==> src/hw/rtl/msm_pkg.sv <==
// Package for the magic signature matcher: signature table, types and constants.
package msm_pkg;

  localparam int SIG_MAX_LEN = 20;
  localparam int SIG_PAT_W = 8 * SIG_MAX_LEN;
  localparam int IDX_W = 5;
  localparam int LEN_W = 5;
  localparam int OFF_W = 8;
  localparam int FMT_W = 4;
  localparam int CONF_W = 2;
  localparam int TDATA_W = 16;

  localparam logic [FMT_W-1:0] FMT_UNKNOWN = 4'd0;
  localparam logic [FMT_W-1:0] FMT_JPEG = 4'd1;
  localparam logic [FMT_W-1:0] FMT_PNG = 4'd2;
  localparam logic [FMT_W-1:0] FMT_BMP = 4'd3;
  localparam logic [FMT_W-1:0] FMT_TIFF = 4'd4;
  localparam logic [FMT_W-1:0] FMT_GIF = 4'd5;
  localparam logic [FMT_W-1:0] FMT_WEBP = 4'd6;
  localparam logic [FMT_W-1:0] FMT_AVIF = 4'd7;
  localparam logic [FMT_W-1:0] FMT_HEIF = 4'd8;
  localparam logic [FMT_W-1:0] FMT_PSD = 4'd9;
  localparam logic [FMT_W-1:0] FMT_HDR = 4'd10;
  localparam logic [FMT_W-1:0] FMT_EXR = 4'd11;
  localparam logic [FMT_W-1:0] FMT_FITS = 4'd12;
  localparam logic [FMT_W-1:0] FMT_SER = 4'd13;
  localparam logic [FMT_W-1:0] FMT_DICOM = 4'd14;

  localparam logic [CONF_W-1:0] CONF_NONE = 2'd0;
  localparam logic [CONF_W-1:0] CONF_HIGH = 2'd1;
  localparam logic [CONF_W-1:0] CONF_CERTAIN = 2'd2;

  // The pattern is left aligned: byte k of the signature sits at bits
  // [8*(SIG_MAX_LEN-1-k) +: 8].
  typedef struct packed {
    logic [SIG_PAT_W-1:0] pat;
    logic [LEN_W-1:0]     len;
    logic [OFF_W-1:0]     off;
    logic [FMT_W-1:0]     fmt;
    logic [CONF_W-1:0]    conf;
  } sig_entry_t;

  typedef struct packed {
    logic              matched;
    logic [IDX_W-1:0]  index;
    logic [FMT_W-1:0]  fmt;
    logic [CONF_W-1:0] conf;
  } result_t;

  function automatic sig_entry_t sig_entry(input logic [IDX_W-1:0] idx);
    sig_entry_t e;
    e = '0;
    case (idx)
      5'd0: e = '{{8'hFF, 8'hD8, 8'hFF, 136'h0}, 5'd3, 8'd0, FMT_JPEG, CONF_CERTAIN};
      5'd1: e = '{{8'h89, 8'h50, 8'h4E, 8'h47, 8'h0D, 8'h0A, 8'h1A, 8'h0A, 96'h0},
                  5'd8, 8'd0, FMT_PNG, CONF_CERTAIN};
      5'd2: e = '{{8'h42, 8'h4D, 144'h0}, 5'd2, 8'd0, FMT_BMP, CONF_CERTAIN};
      5'd3: e = '{{8'h49, 8'h49, 8'h2A, 8'h00, 128'h0}, 5'd4, 8'd0, FMT_TIFF, CONF_CERTAIN};
      5'd4: e = '{{8'h4D, 8'h4D, 8'h00, 8'h2A, 128'h0}, 5'd4, 8'd0, FMT_TIFF, CONF_CERTAIN};
      5'd5: e = '{{8'h47, 8'h49, 8'h46, 8'h38, 8'h37, 8'h61, 112'h0},
                  5'd6, 8'd0, FMT_GIF, CONF_CERTAIN};
      5'd6: e = '{{8'h47, 8'h49, 8'h46, 8'h38, 8'h39, 8'h61, 112'h0},
                  5'd6, 8'd0, FMT_GIF, CONF_CERTAIN};
      5'd7: e = '{{8'h52, 8'h49, 8'h46, 8'h46, 128'h0}, 5'd4, 8'd0, FMT_WEBP, CONF_HIGH};
      5'd8: e = '{{8'h57, 8'h45, 8'h42, 8'h50, 128'h0}, 5'd4, 8'd8, FMT_WEBP, CONF_CERTAIN};
      5'd9: e = '{{8'h66, 8'h74, 8'h79, 8'h70, 8'h61, 8'h76, 8'h69, 8'h66, 96'h0},
                  5'd8, 8'd4, FMT_AVIF, CONF_CERTAIN};
      5'd10: e = '{{8'h66, 8'h74, 8'h79, 8'h70, 8'h68, 8'h65, 8'h69, 8'h63, 96'h0},
                   5'd8, 8'd4, FMT_HEIF, CONF_CERTAIN};
      5'd11: e = '{{8'h38, 8'h42, 8'h50, 8'h53, 128'h0}, 5'd4, 8'd0, FMT_PSD, CONF_CERTAIN};
      5'd12: e = '{{8'h23, 8'h3F, 8'h52, 8'h41, 8'h44, 8'h49, 8'h41, 8'h4E, 8'h43, 8'h45,
                    8'h0A, 72'h0}, 5'd11, 8'd0, FMT_HDR, CONF_CERTAIN};
      5'd13: e = '{{8'h76, 8'h2F, 8'h31, 8'h01, 128'h0}, 5'd4, 8'd0, FMT_EXR, CONF_CERTAIN};
      5'd14: e = '{{8'h53, 8'h49, 8'h4D, 8'h50, 8'h4C, 8'h45, 8'h20, 8'h20, 8'h3D, 8'h20,
                    8'h20, 8'h20, 8'h20, 8'h20, 8'h20, 8'h20, 8'h20, 8'h20, 8'h20, 8'h54},
                   5'd20, 8'd0, FMT_FITS, CONF_CERTAIN};
      5'd15: e = '{{8'h4C, 8'h55, 8'h43, 8'h41, 8'h4D, 8'h2D, 8'h52, 8'h45, 8'h43, 8'h4F,
                    8'h52, 8'h44, 8'h45, 8'h52, 48'h0}, 5'd14, 8'd0, FMT_SER, CONF_CERTAIN};
      5'd16: e = '{{8'h44, 8'h49, 8'h43, 8'h4D, 128'h0}, 5'd4, 8'd128, FMT_DICOM,
                   CONF_CERTAIN};
      default: e = '0;
    endcase
    return e;
  endfunction

endpackage

==> src/hw/rtl/msm_sig_compare.sv <==
// Per-signature byte compare: clears mismatching flags and flags complete matches.
module msm_sig_compare #(
  parameter int NUM_SIGNATURES = 17,
  parameter int POS_W = 10
) (
  input  logic [POS_W-1:0]          pos,
  input  logic [7:0]                byte_value,
  input  logic [NUM_SIGNATURES-1:0] flags,
  output logic [NUM_SIGNATURES-1:0] flags_upd,
  output logic [NUM_SIGNATURES-1:0] complete
);

  for (genvar i = 0; i < NUM_SIGNATURES; i++) begin : g_sig
    localparam msm_pkg::sig_entry_t Ent = msm_pkg::sig_entry(msm_pkg::IDX_W'(i));
    localparam logic [POS_W:0] OffX = (POS_W+1)'(Ent.off);
    localparam logic [POS_W:0] EndX = (POS_W+1)'(Ent.off) + (POS_W+1)'(Ent.len);

    logic [POS_W:0] pos_x;
    logic [POS_W:0] rel;
    logic [msm_pkg::LEN_W-1:0] sel;
    logic [7:0] pat_byte;
    logic in_win;
    logic mismatch;

    always_comb begin
      pos_x = {1'b0, pos};
      in_win = (pos_x >= OffX) && (pos_x < EndX);
      rel = pos_x - OffX;
      // Patterns are stored first byte highest, so reverse the offset.
      sel = msm_pkg::LEN_W'(msm_pkg::SIG_MAX_LEN - 1) - rel[msm_pkg::LEN_W-1:0];
      pat_byte = Ent.pat[{sel, 3'b000} +: 8];
      mismatch = in_win && (pat_byte != byte_value);
      flags_upd[i] = flags[i] & ~mismatch;
      complete[i] = flags_upd[i] && (Ent.len != '0) && (EndX <= pos_x + (POS_W+1)'(1));
    end
  end

endmodule

==> config.mk <==
export PLATFORM = sky130hd
export DESIGN_NAME = msm_sig_compare
export DESIGN_NICKNAME = d
export VERILOG_FILES = /design/src/hw/rtl/msm_pkg.sv /design/src/hw/rtl/msm_sig_compare.sv
export SDC_FILE = /design/constraint.sdc
export NUM_CORES = 1
export LEC_CHECK = 0
export ABC_AREA = 0
export BUFFER_PORTS_ARGS = -buffer_cell sky130_fd_sc_hd__buf_2
export CAP_MARGIN = 20
export CORE_MARGIN = 1
export CORE_UTILIZATION = 25
export DETAILED_ROUTE_END_ITERATION = 12
export PLACE_DENSITY = 0.39
export SYNTH_ARGS = -nofsm -noshare
export SYNTH_HDL_FRONTEND = slang
export SYNTH_SLANG_ARGS = --single-unit
==> constraint.sdc <==
create_clock -name vclk -period 15.5
set_clock_uncertainty 0.2 [all_clocks]
set_input_delay 4.65 -clock vclk [all_inputs]
set_output_delay 4.65 -clock vclk [all_outputs]
set_load 0.01 [all_outputs]
==> results.md <==
- Status: completed
- Die Y: approximately 110 um
- First drt pass iteration count: 4
- Worst Setup End Kind: output pin
- Power Density: about 30 nW/um^2
- Final Hold Slack: around 9.4 ns
- Antenna cell count: 0
- CP required: 10.65 ns
- Worst slew pin tran: around 0.95 ns
- Layout cells sized above 1: 0.193
- Lkg Pwr: between 1 and 1.5 nW
- Seq cells: 0
- Final ANT Viol Nets: 0
- Initial antenna violation count: 0
- Commonest non-fill, non-tap cell in the layout: buf_2
- Mapped Area: around 3100 sq um
- PortBufs: just under 70
- Met2 wire length: about 5900 um
- CP Data Arrival Time: 8.30 ns
- Routed met1 length: between 6000 and 7000 um
- CTS resizes: 0
- Element type at the critical path start: input port
- Dominant delay contributor by cell family on the critical path: adder cells
- DR WL/cell: 21.1 um
- Syn Nets: a little over 500
- Final Hold Vio Count: 0
- Unrepaired setup endpoints after global routing: false
- Max transition margin: 0.366
- Post-Route WL: between 10000 and 15000 um
- Syn Area/Cell: 6.74 sq um
- Overall power: roughly 0.0001 W
- Core Util, Final: 0.284
- Setup Fix Bufs, Post-CTS: 0
- FP Rows: 40
- Vias in the first global route: between 3000 and 4000
- Filler cells: approximately 1300
- DRT iter0 DRCs: between 200 and 300
- Register area share after synthesis: 0
- Starting Density: 0.256
- Hold WC Path Type: input port to output pin
- CP max FO: 27
- Final period util: 0.848
- Final net count: roughly 530
- Final RePlAce weighted congestion: around 0.84
- Dominant cell type by area after synthesis: xnor2_1
- Slew Viols, Final: 0
- Max Fclk: 0.0760 GHz
- CP max-delay cell: ha_1
- FF+latch area: 0 sq um
- Routed vias: around 3600
- Largest stage delay on the critical path: about 0.90 ns
- Setup TNS: 0 ns
- Die W: ~110 um
- Buf/Inv on CP: 3
- GRT Total Usage: 0.206
- Post-synth cell types: 74
- Max-cap violation count: 0
- DRC Markers: 0
- Largest cells by area after synthesis: xnor2_1, xor2_1, ha_1, a21oi_1, o21ai_0
- Setup Crit Path Kind: input port to output pin
- IO Count: ~70
- Worst vdd ir: between 0.02 and 0.025 mV
- Cell Chain, Critical Path: buf_2, inv_1, ha_1, ha_1, or3_1, o32ai_1, xor2_1, o32ai_1, a32o_1, and2_1, buf_2
- Uppermost layer routed: met4
- Commonest non-fill, non-tap cells in the layout: buf_2, nor2_1, xnor2_1
- First-pass GRT wire length: a little over 20000 um
- P&R area growth vs syn: 11.2%
- Largest net degree at the start of global routing: 44
- Vias per cell: approximately 5.8
- Grt ovf: 0
- Core area: roughly 12000 sq um
- Final HPWL DP: slightly above 9000 um
- Met3 wire length: about 790 um
- Share of the synthesized area in the top cell type: 0.0859
- Final setup viols: 0
- Ys Warns: 0
- Die area: around 13000 sq um
- Min Tclk post-route: around 13 ns
- Clock buf count: 0
- CTS Hold Bufs: 0
- Gate Count Post-Synth: ~450
## area by class of cell
class                           count  area [sq um]  area share
Timing Repair Buffer               74           383       0.113
Tap cell                          147           184      0.0541
Inverter                           10          37.5      0.0110
Multi-Input combinational cell    393          2800       0.822
## stage by stage
step	cells	worst slack (ns)	cell area, sq um
after detailed placement	624	2.42	3400
after CTS	624	2.42	3400
after global routing	624	2.08	3400
after global placement	624	2.55	3400
final	624	2.35	3400
after floorplan	454	2.96	3060
## power by group
part	switching (W)	internal [W]	leakage, nW
Sequential	0	0	0
Combinational	0.0000646	0.0000370	1.27
Clock	0	0	0
Total	0.0000646	0.0000370	1.27
## metal layers
layer | up-vias | global-route usage
met5 | - | 0
li1 | 1732 | -
met2 | 159 | 0.341
met1 | 1718 | 0.293
met3 | 12 | 0.0157
met4 | 0 | 0.0338
## Yosys cell counts (all sizes together) (8+ instances only)
| cell | count |
|---|---|
| a31oi | 12 |
| nand3 | 15 |
| o21ai | 29 |
| buf | 24 |
| nor2b | 11 |
| inv | 10 |
| xnor2 | 30 |
| ha | 18 |
| nor4b | 10 |
| a21oi | 25 |
| nor3 | 15 |
| and2 | 10 |
| nand2 | 25 |
| o32ai | 9 |
| xor2 | 27 |
| and3 | 8 |
| clkbuf | 27 |
| nor2 | 31 |
| nand2b | 8 |
## tightest hold or removal path: stages
cell    delay (ns)
buf_2         0.08
o21a_1        0.11
buf_2         0.12
## final timing paths
path | endpoint | from | depth (start not counted) | slack [ns]
max | complete[15] | pos[3] | 11 | 2.35
min | flags_upd[7] | flags[7] | 3 | 9.41
## logic make-up (layout without fill, tap and decap cells)
kind of cell    after synthesis  count (layout)  share of synthesized area
xor+xnor                     57              57                      0.163
simple gates                180             180                      0.359
fa+ha+maj                    18              18                     0.0736
compound gates              129             129                      0.288
buf+inv                      61              84                     0.0859
mux                           9               9                     0.0303
No activity file was read; power rests on OpenSTA's default activity.
